**src/rtl/core/mm_pkg.sv**
```systemverilog
package mm_pkg;

    localparam int MM_MAX_DIM   = 8;
    localparam int MM_IDX_W     = 3;
    localparam int MM_DIM_W     = 4;
    localparam int MM_VAL_W     = 16;
    localparam int MM_PROD_W    = 32;
    localparam int MM_ACC_W     = 36;
    localparam int MM_CFG_IDX_W = 2;
    localparam int MM_OP_W      = 2;
    localparam int MM_S_TDATA_W = 24;
    localparam int MM_M_TDATA_W = 48;

    typedef enum logic [MM_OP_W-1:0] {
        OP_WR_A    = 2'd0,
        OP_WR_B    = 2'd1,
        OP_COMPUTE = 2'd2,
        OP_NONE    = 2'd3
    } mm_op_t;

    typedef enum logic [MM_CFG_IDX_W-1:0] {
        CFG_A_ROWS = 2'd0,
        CFG_A_COLS = 2'd1,
        CFG_B_ROWS = 2'd2,
        CFG_B_COLS = 2'd3
    } mm_cfg_t;

    typedef enum logic [2:0] {
        ST_IDLE,
        ST_ERR,
        ST_WAIT,
        ST_ISSUE,
        ST_DRAIN
    } mm_state_t;

    typedef struct packed {
        logic                wr_a;
        logic                wr_b;
        logic                rd_en;
        logic [MM_IDX_W-1:0] rd_i;
        logic [MM_IDX_W-1:0] rd_j;
        logic [MM_IDX_W-1:0] rd_k;
        logic                first_k;
        logic                last_k;
        logic                last_elem;
        logic                load_err;
    } mm_cmd_t;

    typedef struct packed {
        logic                dims_match;
        logic                out_full;
        logic [MM_DIM_W-1:0] n;
        logic [MM_DIM_W-1:0] m;
        logic [MM_DIM_W-1:0] q;
    } mm_stat_t;

endpackage

```
**src/rtl/core/mm_ram.sv**
```systemverilog
module mm_ram #(
    parameter int WIDTH = 16,
    parameter int DEPTH = 64,
    localparam int AW = (DEPTH > 1) ? $clog2(DEPTH) : 1
) (
    input  logic             aclk,
    input  logic             we,
    input  logic [AW-1:0]    waddr,
    input  logic [WIDTH-1:0] wdata,
    input  logic             re,
    input  logic [AW-1:0]    raddr,
    output logic [WIDTH-1:0] rdata
);

    logic [WIDTH-1:0] mem [DEPTH];
    logic [WIDTH-1:0] rdata_reg;

    always_ff @(posedge aclk) begin
        if (we) begin
            mem[waddr] <= wdata;
        end
        if (re) begin
            rdata_reg <= mem[raddr];
        end
    end

    assign rdata = rdata_reg;

endmodule

```
**src/rtl/core/mm_datapath.sv**
```systemverilog
module mm_datapath
    import mm_pkg::*;
#(
    parameter int MAX_DIM = MM_MAX_DIM
) (
    input  logic                    aclk,
    input  logic                    aresetn,
    input  logic                    cfg_valid,
    output logic                    cfg_ready,
    input  logic [MM_CFG_IDX_W-1:0] cfg_index,
    input  logic [MM_DIM_W-1:0]     cfg_data,
    // row, col, value, zero pad
    input  logic [MM_S_TDATA_W-1:0] s_tdata,
    input  mm_cmd_t                 cmd,
    output mm_stat_t                stat,
    output logic                    m_tvalid,
    input  logic                    m_tready,
    // out_row, out_col, product, zero pad
    output logic [MM_M_TDATA_W-1:0] m_tdata,
    // dim_error
    output logic                    m_tuser,
    output logic                    m_tlast
);

    localparam int DEPTH  = MAX_DIM * MAX_DIM;
    localparam int ADDR_W = (DEPTH > 1) ? $clog2(DEPTH) : 1;
    localparam int LIN_W  = 2 * MM_IDX_W + 1;
    localparam logic [MM_DIM_W-1:0] DIM_MAX = MM_DIM_W'(MAX_DIM);

    function automatic logic [ADDR_W-1:0] lin_addr(input logic [MM_IDX_W-1:0] r,
                                                   input logic [MM_IDX_W-1:0] c);
        logic [LIN_W-1:0] full;
        full = LIN_W'(r) * LIN_W'(MAX_DIM) + LIN_W'(c);
        return full[ADDR_W-1:0];
    endfunction

    function automatic logic [MM_DIM_W-1:0] sat_dim(input logic [MM_DIM_W-1:0] d);
        logic [MM_DIM_W-1:0] res;
        res = d;
        if (d == '0) begin
            res = MM_DIM_W'(1);
        end else if (d > DIM_MAX) begin
            res = DIM_MAX;
        end
        return res;
    endfunction

    logic [MM_DIM_W-1:0] a_rows_reg, a_cols_reg, b_rows_reg, b_cols_reg;

    logic [MM_IDX_W-1:0] in_row, in_col;
    logic [MM_VAL_W-1:0] in_value;
    logic                in_range;
    logic [ADDR_W-1:0]   wr_addr, rd_addr_a, rd_addr_b;
    logic                a_we, b_we;
    logic [DEPTH-1:0]    a_vld_reg, b_vld_reg;
    logic [MM_VAL_W-1:0] a_rdata, b_rdata;

    logic                p1_vld_reg, p1_a_ok_reg, p1_b_ok_reg;
    logic                p1_first_reg, p1_last_k_reg, p1_last_elem_reg;
    logic [MM_IDX_W-1:0] p1_i_reg, p1_j_reg;

    logic signed [MM_VAL_W-1:0]  op_a, op_b;
    logic signed [MM_PROD_W-1:0] prod_next;

    logic                        p2_vld_reg, p2_first_reg, p2_last_k_reg, p2_last_elem_reg;
    logic [MM_IDX_W-1:0]         p2_i_reg, p2_j_reg;
    logic signed [MM_PROD_W-1:0] prod_reg;

    logic signed [MM_ACC_W-1:0] acc_reg, acc_base, sum_next;

    logic                m_tvalid_reg, m_err_reg, m_last_reg;
    logic [MM_IDX_W-1:0] m_row_reg, m_col_reg;
    logic [MM_ACC_W-1:0] m_prod_reg;

    // configuration registers
    assign cfg_ready = 1'b1;

    always_ff @(posedge aclk) begin
        if (!aresetn) begin
            a_rows_reg <= MM_DIM_W'(1);
            a_cols_reg <= MM_DIM_W'(1);
            b_rows_reg <= MM_DIM_W'(1);
            b_cols_reg <= MM_DIM_W'(1);
        end else if (cfg_valid) begin
            unique case (mm_cfg_t'(cfg_index))
                CFG_A_ROWS: a_rows_reg <= cfg_data;
                CFG_A_COLS: a_cols_reg <= cfg_data;
                CFG_B_ROWS: b_rows_reg <= cfg_data;
                CFG_B_COLS: b_cols_reg <= cfg_data;
                default: ;
            endcase
        end
    end

    assign stat.n          = sat_dim(a_rows_reg);
    assign stat.m          = sat_dim(a_cols_reg);
    assign stat.q          = sat_dim(b_cols_reg);
    assign stat.dims_match = (sat_dim(a_cols_reg) == sat_dim(b_rows_reg));
    assign stat.out_full   = m_tvalid_reg;

    // element stores
    assign in_row   = s_tdata[MM_IDX_W-1:0];
    assign in_col   = s_tdata[2*MM_IDX_W-1:MM_IDX_W];
    assign in_value = s_tdata[2*MM_IDX_W+MM_VAL_W-1:2*MM_IDX_W];
    assign in_range = ({1'b0, in_row} < DIM_MAX) && ({1'b0, in_col} < DIM_MAX);
    assign wr_addr  = lin_addr(in_row, in_col);
    assign a_we     = cmd.wr_a && in_range;
    assign b_we     = cmd.wr_b && in_range;

    assign rd_addr_a = lin_addr(cmd.rd_i, cmd.rd_k);
    assign rd_addr_b = lin_addr(cmd.rd_k, cmd.rd_j);

    mm_ram #(
        .WIDTH (MM_VAL_W),
        .DEPTH (DEPTH)
    ) u_ram_a (
        .aclk  (aclk),
        .we    (a_we),
        .waddr (wr_addr),
        .wdata (in_value),
        .re    (cmd.rd_en),
        .raddr (rd_addr_a),
        .rdata (a_rdata)
    );

    mm_ram #(
        .WIDTH (MM_VAL_W),
        .DEPTH (DEPTH)
    ) u_ram_b (
        .aclk  (aclk),
        .we    (b_we),
        .waddr (wr_addr),
        .wdata (in_value),
        .re    (cmd.rd_en),
        .raddr (rd_addr_b),
        .rdata (b_rdata)
    );

    // entries never written read as zero
    always_ff @(posedge aclk) begin
        if (!aresetn) begin
            a_vld_reg <= '0;
            b_vld_reg <= '0;
        end else begin
            if (a_we) begin
                a_vld_reg[wr_addr] <= 1'b1;
            end
            if (b_we) begin
                b_vld_reg[wr_addr] <= 1'b1;
            end
        end
    end

    // read stage
    always_ff @(posedge aclk) begin
        if (!aresetn) begin
            p1_vld_reg <= 1'b0;
        end else begin
            p1_vld_reg <= cmd.rd_en;
        end
        p1_a_ok_reg      <= a_vld_reg[rd_addr_a];
        p1_b_ok_reg      <= b_vld_reg[rd_addr_b];
        p1_first_reg     <= cmd.first_k;
        p1_last_k_reg    <= cmd.last_k;
        p1_last_elem_reg <= cmd.last_elem;
        p1_i_reg         <= cmd.rd_i;
        p1_j_reg         <= cmd.rd_j;
    end

    // multiply stage
    assign op_a      = p1_a_ok_reg ? signed'(a_rdata) : '0;
    assign op_b      = p1_b_ok_reg ? signed'(b_rdata) : '0;
    assign prod_next = op_a * op_b;

    always_ff @(posedge aclk) begin
        if (!aresetn) begin
            p2_vld_reg <= 1'b0;
        end else begin
            p2_vld_reg <= p1_vld_reg;
        end
        prod_reg         <= prod_next;
        p2_first_reg     <= p1_first_reg;
        p2_last_k_reg    <= p1_last_k_reg;
        p2_last_elem_reg <= p1_last_elem_reg;
        p2_i_reg         <= p1_i_reg;
        p2_j_reg         <= p1_j_reg;
    end

    // accumulate stage
    assign acc_base = p2_first_reg ? '0 : acc_reg;
    assign sum_next = acc_base + {{(MM_ACC_W-MM_PROD_W){prod_reg[MM_PROD_W-1]}}, prod_reg};

    always_ff @(posedge aclk) begin
        if (p2_vld_reg) begin
            acc_reg <= sum_next;
        end
    end

    // output register
    always_ff @(posedge aclk) begin
        if (!aresetn) begin
            m_tvalid_reg <= 1'b0;
        end else if (cmd.load_err) begin
            m_tvalid_reg <= 1'b1;
            m_row_reg    <= '0;
            m_col_reg    <= '0;
            m_prod_reg   <= '0;
            m_err_reg    <= 1'b1;
            m_last_reg   <= 1'b1;
        end else if (p2_vld_reg && p2_last_k_reg) begin
            m_tvalid_reg <= 1'b1;
            m_row_reg    <= p2_i_reg;
            m_col_reg    <= p2_j_reg;
            m_prod_reg   <= sum_next;
            m_err_reg    <= 1'b0;
            m_last_reg   <= p2_last_elem_reg;
        end else if (m_tready) begin
            m_tvalid_reg <= 1'b0;
        end
    end

    assign m_tvalid = m_tvalid_reg;
    assign m_tdata  = {{(MM_M_TDATA_W-2*MM_IDX_W-MM_ACC_W){1'b0}},
                       m_prod_reg, m_col_reg, m_row_reg};
    assign m_tuser  = m_err_reg;
    assign m_tlast  = m_last_reg;

endmodule

```
**src/rtl/core/mm_ctrl.sv**
```systemverilog
module mm_ctrl
    import mm_pkg::*;
(
    input  logic               aclk,
    input  logic               aresetn,
    input  logic               s_tvalid,
    output logic               s_tready,
    // cmd
    input  logic [MM_OP_W-1:0] s_tuser,
    input  mm_stat_t           stat,
    output mm_cmd_t            cmd
);

    mm_state_t           state_reg, state_next;
    logic [MM_IDX_W-1:0] i_reg, i_next, j_reg, j_next, k_reg, k_next;
    logic                k_last, j_last, elem_last;

    assign k_last    = ({1'b0, k_reg} + MM_DIM_W'(1)) == stat.m;
    assign j_last    = ({1'b0, j_reg} + MM_DIM_W'(1)) == stat.q;
    assign elem_last = j_last && (({1'b0, i_reg} + MM_DIM_W'(1)) == stat.n);

    always_ff @(posedge aclk) begin
        if (!aresetn) begin
            state_reg <= ST_IDLE;
            i_reg     <= '0;
            j_reg     <= '0;
            k_reg     <= '0;
        end else begin
            state_reg <= state_next;
            i_reg     <= i_next;
            j_reg     <= j_next;
            k_reg     <= k_next;
        end
    end

    always_comb begin
        state_next    = state_reg;
        i_next        = i_reg;
        j_next        = j_reg;
        k_next        = k_reg;
        s_tready      = 1'b0;
        cmd           = '0;
        cmd.rd_i      = i_reg;
        cmd.rd_j      = j_reg;
        cmd.rd_k      = k_reg;
        cmd.first_k   = (k_reg == '0);
        cmd.last_k    = k_last;
        cmd.last_elem = elem_last;

        unique case (state_reg)
            ST_IDLE: begin
                s_tready = 1'b1;
                if (s_tvalid) begin
                    unique case (mm_op_t'(s_tuser))
                        OP_WR_A: cmd.wr_a = 1'b1;
                        OP_WR_B: cmd.wr_b = 1'b1;
                        OP_COMPUTE: begin
                            i_next = '0;
                            j_next = '0;
                            state_next = stat.dims_match ? ST_WAIT : ST_ERR;
                        end
                        OP_NONE: ;
                        default: ;
                    endcase
                end
            end
            ST_ERR: begin
                if (!stat.out_full) begin
                    cmd.load_err = 1'b1;
                    state_next   = ST_IDLE;
                end
            end
            ST_WAIT: begin
                if (!stat.out_full) begin
                    k_next     = '0;
                    state_next = ST_ISSUE;
                end
            end
            ST_ISSUE: begin
                cmd.rd_en = 1'b1;
                if (k_last) begin
                    state_next = ST_DRAIN;
                end else begin
                    k_next = k_reg + MM_IDX_W'(1);
                end
            end
            ST_DRAIN: begin
                // result has landed in the output register
                if (stat.out_full) begin
                    if (elem_last) begin
                        state_next = ST_IDLE;
                    end else begin
                        state_next = ST_WAIT;
                        if (j_last) begin
                            j_next = '0;
                            i_next = i_reg + MM_IDX_W'(1);
                        end else begin
                            j_next = j_reg + MM_IDX_W'(1);
                        end
                    end
                end
            end
            default: state_next = ST_IDLE;
        endcase
    end

`ifndef SYNTHESIS
    a_issue_empty: assert property (@(posedge aclk) disable iff (!aresetn)
        cmd.rd_en |-> !stat.out_full)
        else $error("element read issued while a result is pending");

    a_err_empty: assert property (@(posedge aclk) disable iff (!aresetn)
        cmd.load_err |-> !stat.out_full)
        else $error("error result loaded over a pending result");

    a_drain_moves: assert property (@(posedge aclk) disable iff (!aresetn)
        (state_reg == ST_DRAIN && stat.out_full) |=> state_reg != ST_DRAIN)
        else $error("drain did not advance after result landed");

    a_no_issue_idle: assert property (@(posedge aclk) disable iff (!aresetn)
        (state_reg == ST_ISSUE && k_last) |=> !cmd.rd_en)
        else $error("read issued past the inner dimension");
`endif

endmodule

```
**src/rtl/core/matrix_multiply.sv**
```systemverilog
// element load: one transfer per cycle while idle, no result
// compute: each result element passes the read, multiply and accumulate stages into
// the output register, a_rows * b_cols elements per run, each held while the sink stalls
// dimension mismatch: single error result, loaded once the output register is free
// reset: synchronous active-low, dimensions to 1, both stores read as zero at once
module matrix_multiply
    import mm_pkg::*;
#(
    parameter int MAX_DIM = MM_MAX_DIM
) (
    input  logic                    aclk,
    input  logic                    aresetn,
    input  logic                    cfg_valid,
    output logic                    cfg_ready,
    input  logic [MM_CFG_IDX_W-1:0] cfg_index,
    input  logic [MM_DIM_W-1:0]     cfg_data,
    input  logic                    s_tvalid,
    output logic                    s_tready,
    // row, col, value, zero pad
    input  logic [MM_S_TDATA_W-1:0] s_tdata,
    // cmd
    input  logic [MM_OP_W-1:0]      s_tuser,
    output logic                    m_tvalid,
    input  logic                    m_tready,
    // out_row, out_col, product, zero pad
    output logic [MM_M_TDATA_W-1:0] m_tdata,
    // dim_error
    output logic                    m_tuser,
    output logic                    m_tlast
);

    mm_cmd_t  cmd;
    mm_stat_t stat;

    mm_ctrl u_ctrl (
        .aclk     (aclk),
        .aresetn  (aresetn),
        .s_tvalid (s_tvalid),
        .s_tready (s_tready),
        .s_tuser  (s_tuser),
        .stat     (stat),
        .cmd      (cmd)
    );

    mm_datapath #(
        .MAX_DIM (MAX_DIM)
    ) u_datapath (
        .aclk      (aclk),
        .aresetn   (aresetn),
        .cfg_valid (cfg_valid),
        .cfg_ready (cfg_ready),
        .cfg_index (cfg_index),
        .cfg_data  (cfg_data),
        .s_tdata   (s_tdata),
        .cmd       (cmd),
        .stat      (stat),
        .m_tvalid  (m_tvalid),
        .m_tready  (m_tready),
        .m_tdata   (m_tdata),
        .m_tuser   (m_tuser),
        .m_tlast   (m_tlast)
    );

endmodule
```
**config.mk**
```make
export PLATFORM = sky130hd
export DESIGN_NAME = matrix_multiply
export DESIGN_NICKNAME = d
export VERILOG_FILES = /design/src/rtl/core/mm_pkg.sv /design/src/rtl/core/mm_ram.sv /design/src/rtl/core/mm_datapath.sv /design/src/rtl/core/mm_ctrl.sv /design/src/rtl/core/matrix_multiply.sv
export SDC_FILE = /design/constraint.sdc
export NUM_CORES = 2
export LEC_CHECK = 0
export BUFFER_PORTS_ARGS = -buffer_cell sky130_fd_sc_hd__clkbuf_2
export CAP_MARGIN = 20
export CORE_ASPECT_RATIO = 1.2
export CORE_UTILIZATION = 41
export DETAILED_ROUTE_END_ITERATION = 8
export GPL_ROUTABILITY_DRIVEN = 0
export PLACE_DENSITY = 0.52
export SETUP_SLACK_MARGIN = 0.5
export SYNTH_ARGS = -nofsm -noshare
export SYNTH_HDL_FRONTEND = slang
export SYNTH_SLANG_ARGS = --single-unit
export TNS_END_PERCENT = 1
```
**constraint.sdc**
```tcl
create_clock -name aclk -period 16.2 [get_ports aclk]
set_input_delay 0.81 -clock aclk [delete_from_list [all_inputs] [get_ports aclk]]
set_output_delay 0.81 -clock aclk [all_outputs]
set_load 0.01 [all_outputs]
```
# [Word-level counts from Yosys, hierarchy flattened]
# Memory sizes are Yosys's and may differ from the RTL's. A register that Yosys moved wholly into a read port is not among the register bits.
# Cells that the tools add are included.
[classes] add_sub_neg=10 mul=1 n_div=0 magnitude_cmp=8 n_eq_ne=22 shifts=0 muxes=58 n_bitwise=2 reduce_logical=24
[op_table] op="bitwise OR 64 bit" n=2
[op_table] op="two-way mux 36 bit" n=2
[op_table] op="two-way mux 3 bit" n=17
[op_table] op="adder 36 bit" n=1
[op_table] op="multiplier 16 x 16 -> 32 bit" n=1
[op_table] op="two-way mux 16 bit" n=2
[op_table] op="two-way mux 4 bit" n=8
[op_table] op="< comparator 6 x 7 -> 1 bit, second input constant" n=3
[op_table] op="adder 6 x 3 -> 6 bit" n=3
[op_table] op="two-way mux 1 bit" n=18
[op_table] op="one-hot mux 3 bit (2 select lines)" n=3
[op_table] op="equality test 4 bit" n=4
[op_table] op="greater-than comparator 4 bit, second input constant" n=4
[op_table] op="logical NOT 4 bit" n=4
[op_table] op="one-hot mux 3 bit (5 select lines)" n=1
[op_table] op="adder 3 x 1 -> 4 bit, second input constant" n=3
[op_table] op="binary-select mux 1 bit (select 6 bit)" n=2
[op_table] op="!= test 2 bit, second input constant" n=6
[op_table] op="AND reduction 6 bit" n=2
[op_table] op="AND reduction 2 bit" n=5
[op_table] op="adder 3 x 1 -> 3 bit, second input constant" n=3
[op_table] op="two-way mux 2 bit" n=4
[op_table] op="demux 1 bit (select 6 bit)" n=1
[op_table] op="equality test 2 bit, second input constant" n=3
[op_table] op="other kinds (13)" n=23
[word_totals] register_bits=291 latchBits=0 ramBits=2048 romBits=0 inputBits=37 memories=2
[memory_table] memory="u_datapath.u_ram_a.mem" words=64 width=16 read_ports=1 rd_ports_with_merged_regs=1 wr=1 line="mm_ram.sv:15" rtl="logic [WIDTH-1:0] mem [DEPTH];"
[memory_table] memory="u_datapath.u_ram_b.mem" words=64 width=16 read_ports=1 rd_ports_with_merged_regs=1 wr=1 line="mm_ram.sv:15"

# [Depth between registers and ports, before layout]
[depth] ltp_word=8 ltp_mapped=26 depth_no_buf=24

# [By module]
# Synthesis repeated with hierarchy kept, for this count alone.
[unflattened] hier_cells=6041 hier_area_um2=103436.7
[modules_own_cells] module="mm_ram" n_inst=2 cells_each=1829 area_per_inst_um2=40202.3 seq_area_each_um2=31230.0
[modules_own_cells] module="mm_datapath" n_inst=1 cells_each=2251 area_per_inst_um2=21988.6 seq_area_each_um2=6386.1
[modules_own_cells] module="mm_ctrl" n_inst=1 cells_each=132 area_per_inst_um2=1043.5 seq_area_each_um2=240.2

# [Worst setup path after synthesis]
# Ideal clock, no wire load.
[synth_path] kind="flip-flop to flip-flop" start="register u_datapath.p1_a_ok_reg" end="register u_datapath.prod_reg[28]" setup_ps=72 arrival_ps=6122 required_time_ps=16128 path_slack_ps=10005 stages_incl_launch_ff=25 path_buffers=2 path_cell_list="dfxtp_1 > clkbuf_1 > buf_1 > nand2_1 > nor2_1 > fa_1 > inv_1 > fa_1 > fa_1 > fa_1 > inv_1 > fa_1 > inv_1 > fa_1 > inv_1 > ha_1 > o21ai_0 > nor2_1 > o211ai_1 > a211oi_1 > o31ai_1 > o211ai_1 > a21o_1 > a21oi_1 > xnor2_1"
[synth_via] elab_chain_cells=2
[synth_lines] element="start, declared" line="mm_datapath.sv:58" rtl="logic p1_vld_reg, p1_a_ok_reg, p1_b_ok_reg;"
[synth_lines] element="start signal, assigned" line="mm_datapath.sv:161" rtl="p1_a_ok_reg <= a_vld_reg[rd_addr_a];"
[synth_lines] element="two-way mux 16 bit" line="mm_datapath.sv:171" rtl="assign op_a = p1_a_ok_reg ? signed'(a_rdata) : '0;"
[synth_lines] element="multiplier 16 x 16 -> 32 bit" line="mm_datapath.sv:173" rtl="assign prod_next = op_a * op_b;"
[synth_lines] element="via u_datapath.prod_next[28]" line="mm_datapath.sv:63" rtl="logic signed [MM_PROD_W-1:0] prod_next;"
[synth_lines] element="end signal, assigned" line="mm_datapath.sv:181" rtl="prod_reg <= prod_next;"
[synth_lines] element="end, declared" line="mm_datapath.sv:67" rtl="logic signed [MM_PROD_W-1:0] prod_reg;"
# The timed path passes the listed nets, and every way through them passes these cells.
# A chain may end at the register's enable or synchronous reset.

# [Worst setup path after layout]
[layout_path] start="register u_datapath.p1_b_ok_reg" end="register u_datapath.prod_reg[30]"
[layout_via] elab_chain_cells=2
[layout_lines] element="start, declared" line="mm_datapath.sv:58"
[layout_lines] element="start signal, assigned" line="mm_datapath.sv:162" rtl="p1_b_ok_reg <= b_vld_reg[rd_addr_b];"
[layout_lines] element="two-way mux 16 bit" line="mm_datapath.sv:172" rtl="assign op_b = p1_b_ok_reg ? signed'(b_rdata) : '0;"
[layout_lines] element="multiplier 16 x 16 -> 32 bit" line="mm_datapath.sv:173"
[layout_lines] element="via u_datapath.prod_next[30]" line="mm_datapath.sv:63"
# The timed path passes the listed nets, and every way through them passes these cells.

==> results.py <==
metrics = {
    "clocking": {
        "clock_sinks": 2371,
        "holdBufCountCts": 0,
        "clk_pin_slew_worst_paths_ps": 60,
        "clock_latency_ps": 920,
        "post_cts_buffers": 0,
        "cts_resized": 0,
        "clockRootBuffer": "clkbuf_16",
        "cts_tree": "yes",
        "cts-htree-levels": 4,
        "clockBufferDepth": 4,
        "cts_buffers": 240,
    },
    "route": {
        "drt_iter0_drc": 4393,
        "first_pass_iters": 7,
        "vias": 51700,
        "detail-route-antenna-nets": 0,
        "viasPerCell": 5.60,
        "drc": 0,
        "wl_per_cell_um": 28.9,
        "wl_mm": 267,
    },
    "global_route": {
        "grt_overflow": 0,
        "grt_usage": 0.214,
        "grt_pass1_wl_mm": 386,
        "grt_pass1_vias": 53700,
        "grt_max_degree": 98,
        "antenna_found_initial": 15,
    },
    "sta": {
        "layout_min_cycle_time_ps": 7290,
        "hold_viol": 0,
        "grt_setup_unrepaired": "false",
        "timing_worst_slew_pin_value_ps": 1180,
        "finalCritPeriodShare": 0.450,
        "setup_viol": 0,
        "finalWorstSetupSlack_ps": 8910,
        "slew_headroom": 0.211,
        "setup_tns_ps": 0,
        "finClkSkew_ps": 54.4,
        "slew_violations": 0,
        "fmax_mhz": 137,
    },
    "placement": {
        "dp.cells": 8801,
        "place_area_um2": 106000,
        "pre_cts_ws_ps": 8900,
        "io_buffers": 80,
        "hpwlAfterDp_mm": 163,
    },
    "run_status": {
        "outcome": "finished, final reports clean",
    },
    "final_layout": {
        "final_nets": 6249,
        "nFillCells": 20800,
        "design_area_um2": 114000,
        "reg_top3": "u_datapath.u_ram_a.mem: 1024 flops, u_datapath.u_ram_b.mem: 1024 flops",
        "syn2layout_area_growth_pct": 13.0,
        "final_common_cell": "edfxtp_1",
        "final_cell_mix": "edfxtp_1 (2160), mux4_2 (579), inv_1 (309)",
        "layout-drive-gt1-share": 0.223,
        "instances_no_fill": 9248,
    },
    "critical_path": {
        "cp-start-kind": "register",
        "cp.arrival_ps": 8110,
        "criticalPathCategory": "reg2reg",
        "crit_fanout": 41,
        "cp.required_ps": 17020,
        "worstSetupEndpointType": "register",
    },
    "yosys": {
        "ys_types": 73,
        "synthesis.area_um2": 101000,
        "ys_ff_latch": 2371,
        "yosysSeqAreaShare": 0.683,
        "synth-edff-count": 2160,
        "synthCells": 5589,
        "synth-async-reset-ratio": 0,
        "synthFlopType": "edfxtp_1",
        "postSynthAreaPerCell_um2": 18.1,
        "synth_warnings": 0,
    },
    "power_and_ir_drop": {
        "power_switching_uw": 2610,
        "p_int_uw": 10000,
        "power_uw": 12600,
        "sequentialPowerShare": 0.532,
        "p_comb_frac": 0.023,
        "pwr-share-clk": 0.444,
        "switching_share": 0.206,
        "irDropWorstVdd_uv": 93.8,
        "pwr_density_cell_nw_per_um2": 110,
        "leakagePower_uw": 0.0378,
    },
    "flow_run": {
        "max_cap_viol_count": 0,
    },
    "floorplan": {
        "start_util": 0.413,
        "core_area_um2": 245000,
        "die_height_um": 546,
        "die_area_um2": 249000,
        "die_w_um": 456,
        "rows": 199,
        "ios": 90,
    },
    "min_path": {
        "hp-class": "in2reg",
    },
}
-- cell families after synthesis --
family                   after synthesis  synth area share
flip-flops                          2371             0.683
AND/OR/NAND/NOR                      893            0.0391
multiplexers                         744             0.145
buffers and inverters                600            0.0234
AO/OA/AOI/OAI                        517            0.0360
adder cells (fa/ha/maj)              384            0.0670
XOR/XNOR                              78           0.00675
other                                  2         0.0000742
-- critical path, stage by stage (launching register included) --
cell and delay, ps:
dfxtp_1 310, buf_4 370, and2_0 780, nand2_1 140
fa_1 520, inv_1 50, fa_1 490, inv_1 50
fa_1 540, inv_1 50, fa_1 470, fa_1 490
inv_1 50, fa_1 470, inv_1 40, ha_1 380
nand3_1 100, nor2_1 120, o211ai_1 170, a211oi_1 500
o31ai_1 250, o211ai_1 370, nand2_1 120, o21ai_0 230
xor2_1 160
-- layer usage --
layer / global-route usage / share of wire
met5: 0 / 0.00021
met4: 0.0557 / 0.024
met3: 0.0247 / 0.046
met2: 0.364 / 0.50
met1: 0.293 / 0.43
-- per-stage QoR --
step	util	hold slack (ps)
after floorplan	-	310
after global placement	0.434	312
after detailed placement	0.434	319
after CTS	0.466	114
after global routing	0.466	176
final	0.466	175
-- final cells by class --
| class | instances | area (um2) | area share |
|---|---|---|---|
| sequential | 2371 | 69100 | 0.604 |
| multi-input combinational | 2623 | 30100 | 0.263 |
| clock buffer | 297 | 6440 | 0.0563 |
| tap | 3216 | 4020 | 0.0352 |
| timing repair buffer | 278 | 2000 | 0.0175 |
| clock inverter | 145 | 1460 | 0.0128 |
| inverter | 314 | 1180 | 0.0104 |
| antenna | 4 | 10.0 | 0.0000875 |
-- synthesized netlist by cell type (28+ instances only) --
| cell | n | share of area |
|---|---|---|
| mux2i_1 | 162 | 0.016 |
| nand2_1 | 308 | 0.011 |
| buf_2 | 61 | 0.0030 |
| o21ai_0 | 34 | 0.0017 |
| edfxtp_1 | 2160 | 0.64 |
| buf_1 | 28 | 0.0010 |
| nand3_1 | 42 | 0.0021 |
| dfxtp_1 | 211 | 0.042 |
| fa_1 | 263 | 0.052 |
| xnor2_1 | 59 | 0.0051 |
| o22ai_1 | 40 | 0.0025 |
| clkbuf_1 | 186 | 0.0069 |
| a211oi_1 | 30 | 0.0022 |
| nor2_1 | 326 | 0.012 |
| o221ai_1 | 72 | 0.0062 |
| nor2b_1 | 97 | 0.0060 |
| ha_1 | 121 | 0.015 |
| a31oi_1 | 36 | 0.0022 |
| a21oi_1 | 88 | 0.0044 |
| mux4_2 | 579 | 0.13 |
| o21a_1 | 136 | 0.010 |
| inv_1 | 312 | 0.012 |
-- power by group through the flow --
| stage | Sequential (uW) | Combinational, uW | Clock (uW) |
|---|---|---|---|
| global placement | 6850 | 291 | 0 |
| CTS | 6720 | 299 | 5720 |
| detailed placement | 6850 | 299 | 0 |
| global route | 6720 | 315 | 5930 |
| finish | 6720 | 295 | 5610 |
| floorplan | 6840 | 120 | 0 |
-- final timing paths --
path,start,to,slack (ps),cells past startpoint
worst min register to register,u_datapath.p1_last_k_reg$_DFF_P_,u_datapath.p2_last_k_reg$_DFF_P_,330,0
worst max register to register,u_datapath.p1_b_ok_reg$_DFF_P_,u_datapath.prod_reg[30]$_DFF_P_,8910,24
worst min-delay path,cfg_data[0],u_datapath.a_cols_reg[0]$_SDFFE_PN1P_,170,3
worst max-delay path,u_datapath.p1_b_ok_reg$_DFF_P_,u_datapath.prod_reg[30]$_DFF_P_,8910,24
Power figures use the tool's default switching activity.
